## config.mk

```make
export PLATFORM = sky130hd
export DESIGN_NAME = crc16_packet_append_check_unit_flat
export DESIGN_NICKNAME = d
export VERILOG_FILES = /design/src/rtl/crc16pa_pkg.sv /design/src/rtl/crc16pa_if.sv /design/src/rtl/crc16_packet_append_check_unit.sv /design/src/rtl/crc16pa_engine.sv /design/src/rtl/crc16pa_fifo.sv /design/src/flat_wrapper.sv
export SDC_FILE = /design/constraint.sdc
export NUM_CORES = 1
export LEC_CHECK = 0
export ABC_AREA = 1
export BUFFER_PORTS_ARGS = -buffer_cell sky130_fd_sc_hd__buf_2
export CAP_MARGIN = 20
export CORE_MARGIN = 1.5
export CORE_UTILIZATION = 35
export CTS_CLUSTER_DIAMETER = 30
export CTS_CLUSTER_SIZE = 16
export DETAILED_ROUTE_END_ITERATION = 10
export PLACE_DENSITY = 0.55
export SETUP_SLACK_MARGIN = 0.05
export SYNTH_ARGS = -nofsm -noshare
export SYNTH_HDL_FRONTEND = slang
export SYNTH_SLANG_ARGS = --single-unit
```

## constraint.sdc

```tcl
create_clock -name clk -period 2.4 [get_ports clk]
set_input_delay 0.12 -clock clk [delete_from_list [all_inputs] [get_ports clk]]
set_output_delay 0.12 -clock clk [all_outputs]
set_load 0.02 [all_outputs]
```

## src/rtl/crc16pa_pkg.sv

```systemverilog
// ----------------------------------------------------------------------------
// crc16pa_pkg
// Shared types, constants and the byte-wise CRC-16 update for the packet
// append/check unit.
// ----------------------------------------------------------------------------
package crc16pa_pkg;

    localparam logic [15:0] CRC_POLY  = 16'h1021;
    localparam logic [1:0]  MIN_LEN   = 2'd2;

    // Result queue: deep enough for the three results of one byte plus one in
    // flight, so a packet's bytes go at one per cycle unless the output stalls.
    localparam int FIFO_DEPTH = 4;
    localparam int PTR_W      = $clog2(FIFO_DEPTH);
    localparam int CNT_W      = $clog2(FIFO_DEPTH + 1);
    localparam int MAX_PUSH   = 3;

    typedef enum logic [1:0] {
        KIND_DATA  = 2'd0,
        KIND_GOOD  = 2'd1,
        KIND_BAD   = 2'd2,
        KIND_SHORT = 2'd3
    } kind_t;

    typedef struct packed {
        logic [7:0] out_byte;
        kind_t      kind;
        logic       end_of_run;
    } result_t;

    typedef struct packed {
        logic [1:0] n;
        result_t    r2;
        result_t    r1;
        result_t    r0;
    } push_t;

    // MSB-first CRC-16 update over one byte, eight shift steps.
    function automatic logic [15:0] crc_step(input logic [15:0] crc,
                                             input logic [7:0]  data);
        logic [15:0] c;
        c = crc ^ {data, 8'h00};
        for (int i = 0; i < 8; i++)
        begin
            if (c[15])
            begin
                c = {c[14:0], 1'b0} ^ CRC_POLY;
            end
            else
            begin
                c = {c[14:0], 1'b0};
            end
        end
        return c;
    endfunction

endpackage

```

## src/rtl/crc16pa_if.sv

```systemverilog
// ----------------------------------------------------------------------------
// crc16pa_if
// Valid/ready channels for incoming packet bytes and outgoing results.
// ----------------------------------------------------------------------------
interface crc16pa_in_if;
    logic       valid;
    logic       ready;
    logic [7:0] data_byte;
    logic       last_byte;

    modport source (output valid, output data_byte, output last_byte, input ready);
    modport sink   (input valid, input data_byte, input last_byte, output ready);
endinterface

interface crc16pa_out_if;
    logic       valid;
    logic       ready;
    logic [7:0] out_byte;
    logic [1:0] kind;
    logic       end_of_run;

    modport source (output valid, output out_byte, output kind, output end_of_run,
                    input ready);
    modport sink   (input valid, input out_byte, input kind, input end_of_run,
                    output ready);
endinterface

```

## src/rtl/crc16_packet_append_check_unit.sv

```systemverilog
// ----------------------------------------------------------------------------
// crc16_packet_append_check_unit
// CRC-16 (poly 0x1021, init 0, MSB first) packet framer and checker.
// ----------------------------------------------------------------------------
// Takes one packet byte per cycle while input ready is high. In append mode
// every byte is passed on and the last byte is followed by the CRC, high byte
// first; in check mode only a verdict (good, bad CRC, too short) comes out at
// the last byte. The CRC of a byte is computed in the accept cycle and its
// results are written to the four-entry result queue at its end, so a result
// can be offered the cycle after its request is taken. Input ready stays high
// while the queue holds at most one result; a packet of N bytes in append
// mode gives N+2 results. check_mode may change only while the unit is idle.
// ----------------------------------------------------------------------------
module crc16_packet_append_check_unit (
    input  logic            clk,
    input  logic            rst_n,
    input  logic            cfg_wr_en,
    input  logic            cfg_wr_data,
    crc16pa_in_if.sink      in_ch,
    crc16pa_out_if.source   out_ch
);

    logic                 mode_reg;
    logic                 mode_next;
    logic                 room;
    logic                 accept;
    crc16pa_pkg::push_t   push;
    crc16pa_pkg::result_t head;

    assign mode_next = cfg_wr_en ? cfg_wr_data : mode_reg;

    always_ff @(posedge clk or negedge rst_n)
    begin
        if (!rst_n)
        begin
            mode_reg <= 1'b0;
        end
        else
        begin
            mode_reg <= mode_next;
        end
    end

    assign in_ch.ready = room;
    assign accept      = in_ch.valid && room;

    crc16pa_engine u_engine (
        .clk        (clk),
        .rst_n      (rst_n),
        .check_mode (mode_reg),
        .accept     (accept),
        .data_byte  (in_ch.data_byte),
        .last_byte  (in_ch.last_byte),
        .push       (push)
    );

    crc16pa_fifo u_fifo (
        .clk       (clk),
        .rst_n     (rst_n),
        .push      (push),
        .room      (room),
        .out_valid (out_ch.valid),
        .out_ready (out_ch.ready),
        .out_data  (head)
    );

    assign out_ch.out_byte   = head.out_byte;
    assign out_ch.kind       = head.kind;
    assign out_ch.end_of_run = head.end_of_run;

endmodule

```

## src/rtl/crc16pa_engine.sv

```systemverilog
// ----------------------------------------------------------------------------
// crc16pa_engine
// Running CRC and length count; turns each accepted byte into up to three
// results for the result queue.
// ----------------------------------------------------------------------------
module crc16pa_engine (
    input  logic                clk,
    input  logic                rst_n,
    input  logic                check_mode,
    input  logic                accept,
    input  logic [7:0]          data_byte,
    input  logic                last_byte,
    output crc16pa_pkg::push_t  push
);

    logic [15:0] crc_reg;
    logic [15:0] crc_next;
    logic [1:0]  seen_reg;
    logic [1:0]  seen_next;
    logic [15:0] crc_upd;
    logic [1:0]  seen_upd;
    crc16pa_pkg::kind_t verdict;

    assign crc_upd  = crc16pa_pkg::crc_step(crc_reg, data_byte);
    assign seen_upd = (seen_reg < crc16pa_pkg::MIN_LEN) ? seen_reg + 2'd1 : seen_reg;

    always_comb
    begin
        if (seen_upd < crc16pa_pkg::MIN_LEN)
        begin
            verdict = crc16pa_pkg::KIND_SHORT;
        end
        else if (crc_upd == 16'h0000)
        begin
            verdict = crc16pa_pkg::KIND_GOOD;
        end
        else
        begin
            verdict = crc16pa_pkg::KIND_BAD;
        end
    end

    always_comb
    begin
        push.r0 = '{out_byte: data_byte, kind: crc16pa_pkg::KIND_DATA, end_of_run: 1'b0};
        push.r1 = '{out_byte: crc_upd[15:8], kind: crc16pa_pkg::KIND_DATA,
                    end_of_run: 1'b0};
        push.r2 = '{out_byte: crc_upd[7:0], kind: crc16pa_pkg::KIND_DATA,
                    end_of_run: 1'b1};
        push.n  = 2'd0;
        if (accept)
        begin
            if (!check_mode)
            begin
                push.n = last_byte ? 2'd3 : 2'd1;
            end
            else if (last_byte)
            begin
                // one verdict, carrying no byte
                push.r0 = '{out_byte: 8'h00, kind: verdict, end_of_run: 1'b1};
                push.n  = 2'd1;
            end
        end
    end

    always_comb
    begin
        crc_next  = crc_reg;
        seen_next = seen_reg;
        if (accept)
        begin
            crc_next  = last_byte ? 16'h0000 : crc_upd;
            seen_next = last_byte ? 2'd0 : seen_upd;
        end
    end

    always_ff @(posedge clk or negedge rst_n)
    begin
        if (!rst_n)
        begin
            crc_reg  <= 16'h0000;
            seen_reg <= 2'd0;
        end
        else
        begin
            crc_reg  <= crc_next;
            seen_reg <= seen_next;
        end
    end

endmodule

```

## src/rtl/crc16pa_fifo.sv

```systemverilog
// ----------------------------------------------------------------------------
// crc16pa_fifo
// Result queue: takes up to three results a cycle, gives one a cycle if ready.
// ----------------------------------------------------------------------------
module crc16pa_fifo (
    input  logic                clk,
    input  logic                rst_n,
    input  crc16pa_pkg::push_t  push,
    output logic                room,
    output logic                out_valid,
    input  logic                out_ready,
    output crc16pa_pkg::result_t out_data
);

    crc16pa_pkg::result_t            mem_reg [crc16pa_pkg::FIFO_DEPTH];
    logic [crc16pa_pkg::PTR_W-1:0]   wr_ptr_reg;
    logic [crc16pa_pkg::PTR_W-1:0]   wr_ptr_next;
    logic [crc16pa_pkg::PTR_W-1:0]   rd_ptr_reg;
    logic [crc16pa_pkg::PTR_W-1:0]   rd_ptr_next;
    logic [crc16pa_pkg::CNT_W-1:0]   count_reg;
    logic [crc16pa_pkg::CNT_W-1:0]   count_next;
    crc16pa_pkg::result_t            wr_data [crc16pa_pkg::MAX_PUSH];
    logic                            pop;

    assign wr_data[0] = push.r0;
    assign wr_data[1] = push.r1;
    assign wr_data[2] = push.r2;

    assign out_valid = (count_reg != '0);
    assign out_data  = mem_reg[rd_ptr_reg];
    assign pop       = out_valid && out_ready;
    // accept a byte only when a full burst of results still fits
    assign room      = (count_reg <= crc16pa_pkg::CNT_W'(crc16pa_pkg::FIFO_DEPTH
                                                         - crc16pa_pkg::MAX_PUSH));

    always_comb
    begin
        wr_ptr_next = wr_ptr_reg + crc16pa_pkg::PTR_W'(push.n);
        rd_ptr_next = rd_ptr_reg + crc16pa_pkg::PTR_W'(pop);
        count_next  = count_reg + crc16pa_pkg::CNT_W'(push.n)
                      - crc16pa_pkg::CNT_W'(pop);
    end

    always_ff @(posedge clk)
    begin
        for (int i = 0; i < crc16pa_pkg::MAX_PUSH; i++)
        begin
            if (2'(i) < push.n)
            begin
                mem_reg[wr_ptr_reg + crc16pa_pkg::PTR_W'(i)] <= wr_data[i];
            end
        end
    end

    always_ff @(posedge clk or negedge rst_n)
    begin
        if (!rst_n)
        begin
            wr_ptr_reg <= '0;
            rd_ptr_reg <= '0;
            count_reg  <= '0;
        end
        else
        begin
            wr_ptr_reg <= wr_ptr_next;
            rd_ptr_reg <= rd_ptr_next;
            count_reg  <= count_next;
        end
    end

endmodule

```

## src/flat_wrapper.sv

```systemverilog
// flat-port wrapper written by rule: the top's interface ports become plain ports
module crc16_packet_append_check_unit_flat 
  (clk, rst_n, cfg_wr_en, cfg_wr_data, in_ch_valid, in_ch_data_byte, in_ch_last_byte, in_ch_ready, out_ch_valid, out_ch_out_byte, out_ch_kind, out_ch_end_of_run, out_ch_ready);
  crc16pa_in_if in_ch_i ();
  crc16pa_out_if out_ch_i ();
  input  logic clk;
  input  logic rst_n;
  input  logic cfg_wr_en;
  input  logic cfg_wr_data;
  input wire logic [$bits(in_ch_i.valid)-1:0] in_ch_valid;
  input wire logic [$bits(in_ch_i.data_byte)-1:0] in_ch_data_byte;
  input wire logic [$bits(in_ch_i.last_byte)-1:0] in_ch_last_byte;
  output wire logic [$bits(in_ch_i.ready)-1:0] in_ch_ready;
  output wire logic [$bits(out_ch_i.valid)-1:0] out_ch_valid;
  output wire logic [$bits(out_ch_i.out_byte)-1:0] out_ch_out_byte;
  output wire logic [$bits(out_ch_i.kind)-1:0] out_ch_kind;
  output wire logic [$bits(out_ch_i.end_of_run)-1:0] out_ch_end_of_run;
  input wire logic [$bits(out_ch_i.ready)-1:0] out_ch_ready;
  assign in_ch_i.valid = in_ch_valid;
  assign in_ch_i.data_byte = in_ch_data_byte;
  assign in_ch_i.last_byte = in_ch_last_byte;
  assign in_ch_ready = in_ch_i.ready;
  assign out_ch_valid = out_ch_i.valid;
  assign out_ch_out_byte = out_ch_i.out_byte;
  assign out_ch_kind = out_ch_i.kind;
  assign out_ch_end_of_run = out_ch_i.end_of_run;
  assign out_ch_i.ready = out_ch_ready;
  crc16_packet_append_check_unit u_core (.clk(clk), .rst_n(rst_n), .cfg_wr_en(cfg_wr_en), .cfg_wr_data(cfg_wr_data), .in_ch(in_ch_i), .out_ch(out_ch_i));
endmodule
```

-- After elaboration in Yosys (flattened, before gate mapping)
Memories as Yosys holds them, arrays and structs flattened.
Cells that the tools add are included.
- add/sub/neg operators: 7
- magnitude comparators: 6
- multiplexer cells: 26
- bitwise gates (word level): 9
- reduce and logical (&&, ||, !) cells: 4
- operators with widths (cell ; number):
    $mux W13 ; 8
    $mux W11 ; 3
    $not A3 Y3 ; 8
    $logic_not A16 Y1 ; 1
    $mux W16 ; 1
    $xor A16 B16 Y16 ; 1
    $mux W2 ; 7
    $mux W1 ; 7
    $add A2 B1 Y2 const B ; 2
    $lt A1 B2 Y1 const A ; 2
    $lt A2 B2 Y1 const B ; 2
    $add A3 B2 Y3 ; 1
    $le A3 B1 Y1 const B ; 1
    $reduce_bool A3 Y1 ; 1
    $sub A3 B1 Y3 ; 1
    $add A2 B1 Y2 ; 1
    $add A2 B2 Y2 ; 1
    $add A2 B2 Y2 const B ; 1
    $logic_and A1 B1 Y1 ; 2
    $lt A2 B2 Y1 const A ; 1
- register bits: 26
- bits in writable memories: 44
- input port bits: 15
- output and inout port bits: 13
- logic and storage cells: 59
- memories kept: 1
- memories (name ; words ; bits a word ; rd ports ; clocked after memory_dff ; wr ports ; line ; RTL):
    u_core.u_fifo.mem_reg ; 4 ; 11 ; 1 ; 0 ; 3 ; crc16pa_fifo.sv:15 ; crc16pa_pkg::result_t mem_reg [crc16pa_pkg::FIFO_DEPTH];

-- Longest topological paths before layout
- depth in word-level cells: 23
- mapped depth: 14
- depth with buffers taken out: 14

-- By module
From an unflattened synthesis, not the netlist that was laid out.
- cell total of the unflattened synthesis: 695
- area, all modules: 4720.8 um^2
- modules (own cells, without submodules) (module ; instances ; cells an instance ; area each (um^2) ; sequential area each (um^2)):
    crc16pa_fifo ; 1 ; 455 ; 3286.9 ; 1496.4
    crc16pa_engine ; 1 ; 233 ; 1386.3 ; 450.4
    crc16_packet_append_check_unit ; 1 ; 7 ; 47.5 ; 25.0

-- Worst setup path before layout
Ideal clock, no wire load.
- kind: reg-to-reg
- start point: register u_core.u_fifo.count_reg[1] in the netlist's numbering
- end point: register u_core.u_fifo.count_reg[2] in the netlist's numbering
- data arrival time: 2.047 ns
- data required time: 2.271 ns
- setup slack: 0.224 ns
- cell stages (with the launch flop): 11
- path buffers: 0
- clock period less this slack: 2.176 ns
- path through: dfrtp_1 > nor2_4 > nand2_4 > clkinv_4 > nand2_4 > nor2_8 > inv_4 > ha_1 > fa_1 > xnor2_1 > xor2_1
- word-level cells in the longest chain between the ends: 5
- ends and longest elaborated chain (what ; line ; RTL):
    start, declared ; crc16pa_fifo.sv:20 ; logic [crc16pa_pkg::CNT_W-1:0] count_reg;
    start signal, assigned ; crc16pa_fifo.sv:67 ; count_reg <= count_next;
    $le A3 B1 Y1 ; crc16pa_fifo.sv:33 ; assign room = (count_reg <= crc16pa_pkg::CNT_W'(crc16pa_pkg::FIFO_DEPTH
    net in_ch_ready ; flat_wrapper.sv:13 ; output wire logic [$bits(in_ch_i.ready)-1:0] in_ch_ready;
    $logic_and A1 B1 Y1 ; crc16_packet_append_check_unit.sv:45 ; assign accept = in_ch.valid && room;
    $mux W2 ; crc16pa_engine.sv:51 ; if (accept)
    $add A3 B2 Y3 ; crc16pa_fifo.sv:40 ; count_next = count_reg + crc16pa_pkg::CNT_W'(push.n)
    $sub A3 B1 Y3 ; crc16pa_fifo.sv:41 ; - crc16pa_pkg::CNT_W'(pop);
    net u_core.u_fifo.count_next (one bit) ; crc16pa_fifo.sv:21 ; logic [crc16pa_pkg::CNT_W-1:0] count_next;
The timed path passes the listed nets, and every way through them passes these cells.
A chain may end at the register's enable or synchronous reset.

-- Final worst setup path
- start point: register u_core.u_fifo.count_reg[1] in the netlist's numbering
- end point: register u_core.u_fifo.count_reg[2] in the netlist's numbering
- word-level cells in the longest chain between the ends: 5
- ends and longest elaborated chain (what ; line):
    $le A3 B1 Y1 ; crc16pa_fifo.sv:33
    $logic_and A1 B1 Y1 ; crc16_packet_append_check_unit.sv:45
    $mux W2 ; crc16pa_engine.sv:51
    $add A3 B2 Y3 ; crc16pa_fifo.sv:40
    $sub A3 B1 Y3 (*) ; crc16pa_fifo.sv:41
    net u_core.u_fifo.count_next (one bit) ; crc16pa_fifo.sv:21
The timed path passes the listed nets; every way through them passes the cells marked *.

==> results.py <==
metrics = {
    "floorplan": {
        "die_h_microns": 111,
        "io_pins": 28,
        "fp.coreArea_sq_um": 11400,
        "num_rows": 39,
        "die_area_sq_um": 12300,
        "dieWidth_microns": 111,
        "initial_core_util_pct": 35.8,
    },
    "power_and_ir_drop": {
        "internal-power_uw": 3210,
        "power_frac_clock_pct": 22.9,
        "swShare_pct": 44.2,
        "power.switching_uw": 2540,
        "combinationalPowerShare_pct": 45.4,
        "p_seq_share_pct": 31.7,
        "leakagePower_uw": 0.00211,
        "ir_drop_mv": 0.366,
        "power_density_nw_per_um2": 1230,
    },
    "yosys": {
        "synth_top_flop_cell": "edfxtp_1",
        "async_flop_share_pct": 37.1,
        "synth_fa_ha_area_share_pct": 2.02,
        "synth.distinct_cells": 39,
        "synthSimpleGateAreaFrac_pct": 28.4,
        "avgSynthCellArea_sq_um": 8.18,
        "synthCells": 500,
        "synth_compound_gate_area_share_pct": 16.0,
        "synthXorXnorAreaFrac_pct": 1.07,
        "synth_enable_flop_cells": 32,
        "synth_top_family_by_area": "simple AND/OR/NAND/NOR gates",
        "netlist_area_sq_um": 4090,
        "yosys_warnings": 0,
        "synth_seq_cells": 70,
        "yosysSeqAreaShare_pct": 45.3,
        "synthMuxAreaShare_pct": 0,
        "synth_nets": 521,
    },
    "timing": {
        "relSlewSlack_pct": 57.6,
        "setup_violations": 0,
        "max_freq_mhz": 453,
        "tightest_slew_ps": 636,
        "rsz0062_at_grt": "no",
        "fin_setup_tns_ps": 0,
        "clock_skew_ps": 7.48,
        "finalCritPeriodShare_pct": 92.0,
        "hold_viol_final": 0,
        "fin_crit_ps": 2210,
        "report.final.slew_viol_count": 0,
    },
    "global_routing": {
        "grt_max_degree": 27,
        "grt_pass1_wl_mm": 18.0,
        "grt_overflow": 0,
        "grt_pass1_vias": 3462,
        "track_usage_pct": 18.4,
        "antenna_found_initial": 0,
    },
    "clock_tree": {
        "tritoncts": "done",
        "cts_sinks": 70,
        "cts.clk_slew.worst_paths_ps": 60,
        "postCtsHoldBufs": 1,
        "root_buffer": "clkbuf_16",
        "postCtsSetupRepairBufs": 0,
        "cts_resized": 0,
        "cts_buffers": 9,
        "cts_buffer_depth": 2,
        "htreeDepth": 3,
        "insertion_delay_ps": 330,
    },
    "finish": {
        "syn2layout_area_growth_pct": 14.9,
        "nNetsFinal": 555,
        "diodes": 0,
        "largest_reg_flops": 44,
        "drive_gt1_share_pct": 18.7,
        "fin_util_pct": 41.1,
    },
    "critical_path": {
        "r2r-start": "u_core.u_fifo.count_reg[1]",
        "rr_endpoint": "u_core.u_fifo.count_reg[2]",
        "crit_chain": "nor2_4 > nand2_4 > clkinv_4 > o21ai_4 > ha_1 > inv_1 > ha_1 > inv_1 > fa_1 > xnor2_1 > xor2_1",
        "cpPeakStageDelay_ps": 410,
        "start_kind": "register",
        "cp-end-kind": "register",
        "critPathArrivalTime_ps": 2450,
        "cp_num_buf_inv": 3,
        "crit_slowest_cell": "dfrtp_1",
        "ff2ff_path_depth": 11,
        "crit_family": "adder cells",
        "path_class": "reg2reg",
        "r2r_slack_ps": 190,
        "crit_required_ps": 2640,
        "worstPathMaxFanout": 5,
    },
    "placement": {
        "gp_congestion": 0.886,
        "hpwl_mm": 8.07,
        "numPortBuffers": 27,
    },
    "route": {
        "drc_errors": 0,
        "dr.first_iter.drc_count": 202,
        "ant_nets": 0,
        "vias": 3517,
        "viasPerCell": 5.16,
        "wl_mm": 10.7,
        "first_pass_iters": 6,
        "wl_per_cell_microns": 15.7,
    },
    "hold_path": {
        "hold_end": "u_core.mode_reg",
        "whs_path_depth": 2,
        "min_from": "cfg_wr_en",
        "worstHoldPathType": "in2reg",
    },
    "status": {
        "status": "finished, final reports clean",
    },
    "flow_run": {
        "max_cap_viol_count": 0,
    },
}
[placed cells by master, fill, tap and decap left out, drive strengths merged, types with 5 or more instances in the layout]
cell and count:
o221ai 5, inv 56, a22oi 6, nand2 168
o22ai 24, edfxtp 32, nand3 31, o21ai 31
nor2 53, dfrtp 26, dfxtp 12, buf 36
clkbuf 12, ha 5, o211ai 24
[worst reg2reg max path, cell delays in order (launching register included)]
cell	delay, ps
dfrtp_1	410
nor2_4	170
nand2_4	90
clkinv_4	70
o21ai_4	80
ha_1	300
inv_1	60
ha_1	140
inv_1	50
fa_1	370
xnor2_1	190
xor2_1	190
[final cells by class]
cell class | instances | area, sq um
flip-flops and latches | 70 | 1850
clock buffers | 12 | 246
fillers | 1131 | 6720
repair buffers | 37 | 213
clock inverters | 4 | 46.3
inverters | 56 | 218
well taps | 143 | 179
multi-input cells | 360 | 1940
[cell families after synthesis]
logic type,count (synthesis)
AOI/OAI and AO/OA,94
xor gates and xnor gates,5
adders and majority gates,6
buffers and inverters,70
DFF,70
and+or+nand+nor,255
[worst max-delay path by stage]
stage,cells after the start,start,to
after global routing,11,u_core.u_fifo.count_reg[1],u_core.u_fifo.count_reg[2]
final,11,u_core.u_fifo.count_reg[1],u_core.u_fifo.count_reg[2]
after floorplan,10,u_core.u_fifo.count_reg[1],u_core.u_fifo.count_reg[2]
after global placement,10,u_core.u_fifo.count_reg[1],u_core.u_fifo.count_reg[2]
after detailed placement,11,u_core.u_fifo.count_reg[1],u_core.u_fifo.count_reg[2]
after CTS,11,u_core.u_fifo.count_reg[1],u_core.u_fifo.count_reg[2]
[power by group through the flow]
stage / Clock, uW / Combinational (uW) / Sequential [uW]
floorplan: 0 / 1930 / 1780
global placement: 0 / 2570 / 1840
detailed placement: 0 / 2610 / 1850
CTS: 1340 / 2620 / 1830
global route: 1400 / 2940 / 1860
finish: 1320 / 2620 / 1830
[through the flow]
stage	cells	cell area, sq um	setup slack [ps]	hold WS (ps)	total power (uW)
CTS	682	4700	183	23.2	5790
finish	682	4700	193	17.9	5760
floorplan	500	4090	224	-176	3710
global placement	665	4400	297	181	4400
global route	682	4700	80.3	61.1	6200
detailed placement	665	4400	196	172	4460
[Yosys cell counts, drive strengths merged, types with 2 or more instances]
cell | n | area, sq um
nand2 | 168 | 706
inv | 55 | 209
nor2 | 53 | 269
edfxtp | 32 | 961
nand3 | 31 | 155
o21ai | 31 | 166
dfrtp | 26 | 651
o211ai | 24 | 215
o22ai | 24 | 150
dfxtp | 12 | 240
clkbuf | 8 | 30.0
a22oi | 6 | 45.0
buf | 6 | 45.0
ha | 5 | 62.6
o221ai | 5 | 50.0
xor2 | 3 | 26.3
nor3 | 2 | 26.3
xnor2 | 2 | 17.5
[layer usage]
layer	vias to the layer above	GRT usage, %	wire [microns]
met5	-	0	0
met4	0	5.91	170
met3	16	3.12	544
met2	104	29.1	4920
met1	1644	25.7	5040
li1	1753	-	-
Note: power is estimated with default switching activity, not from simulation.
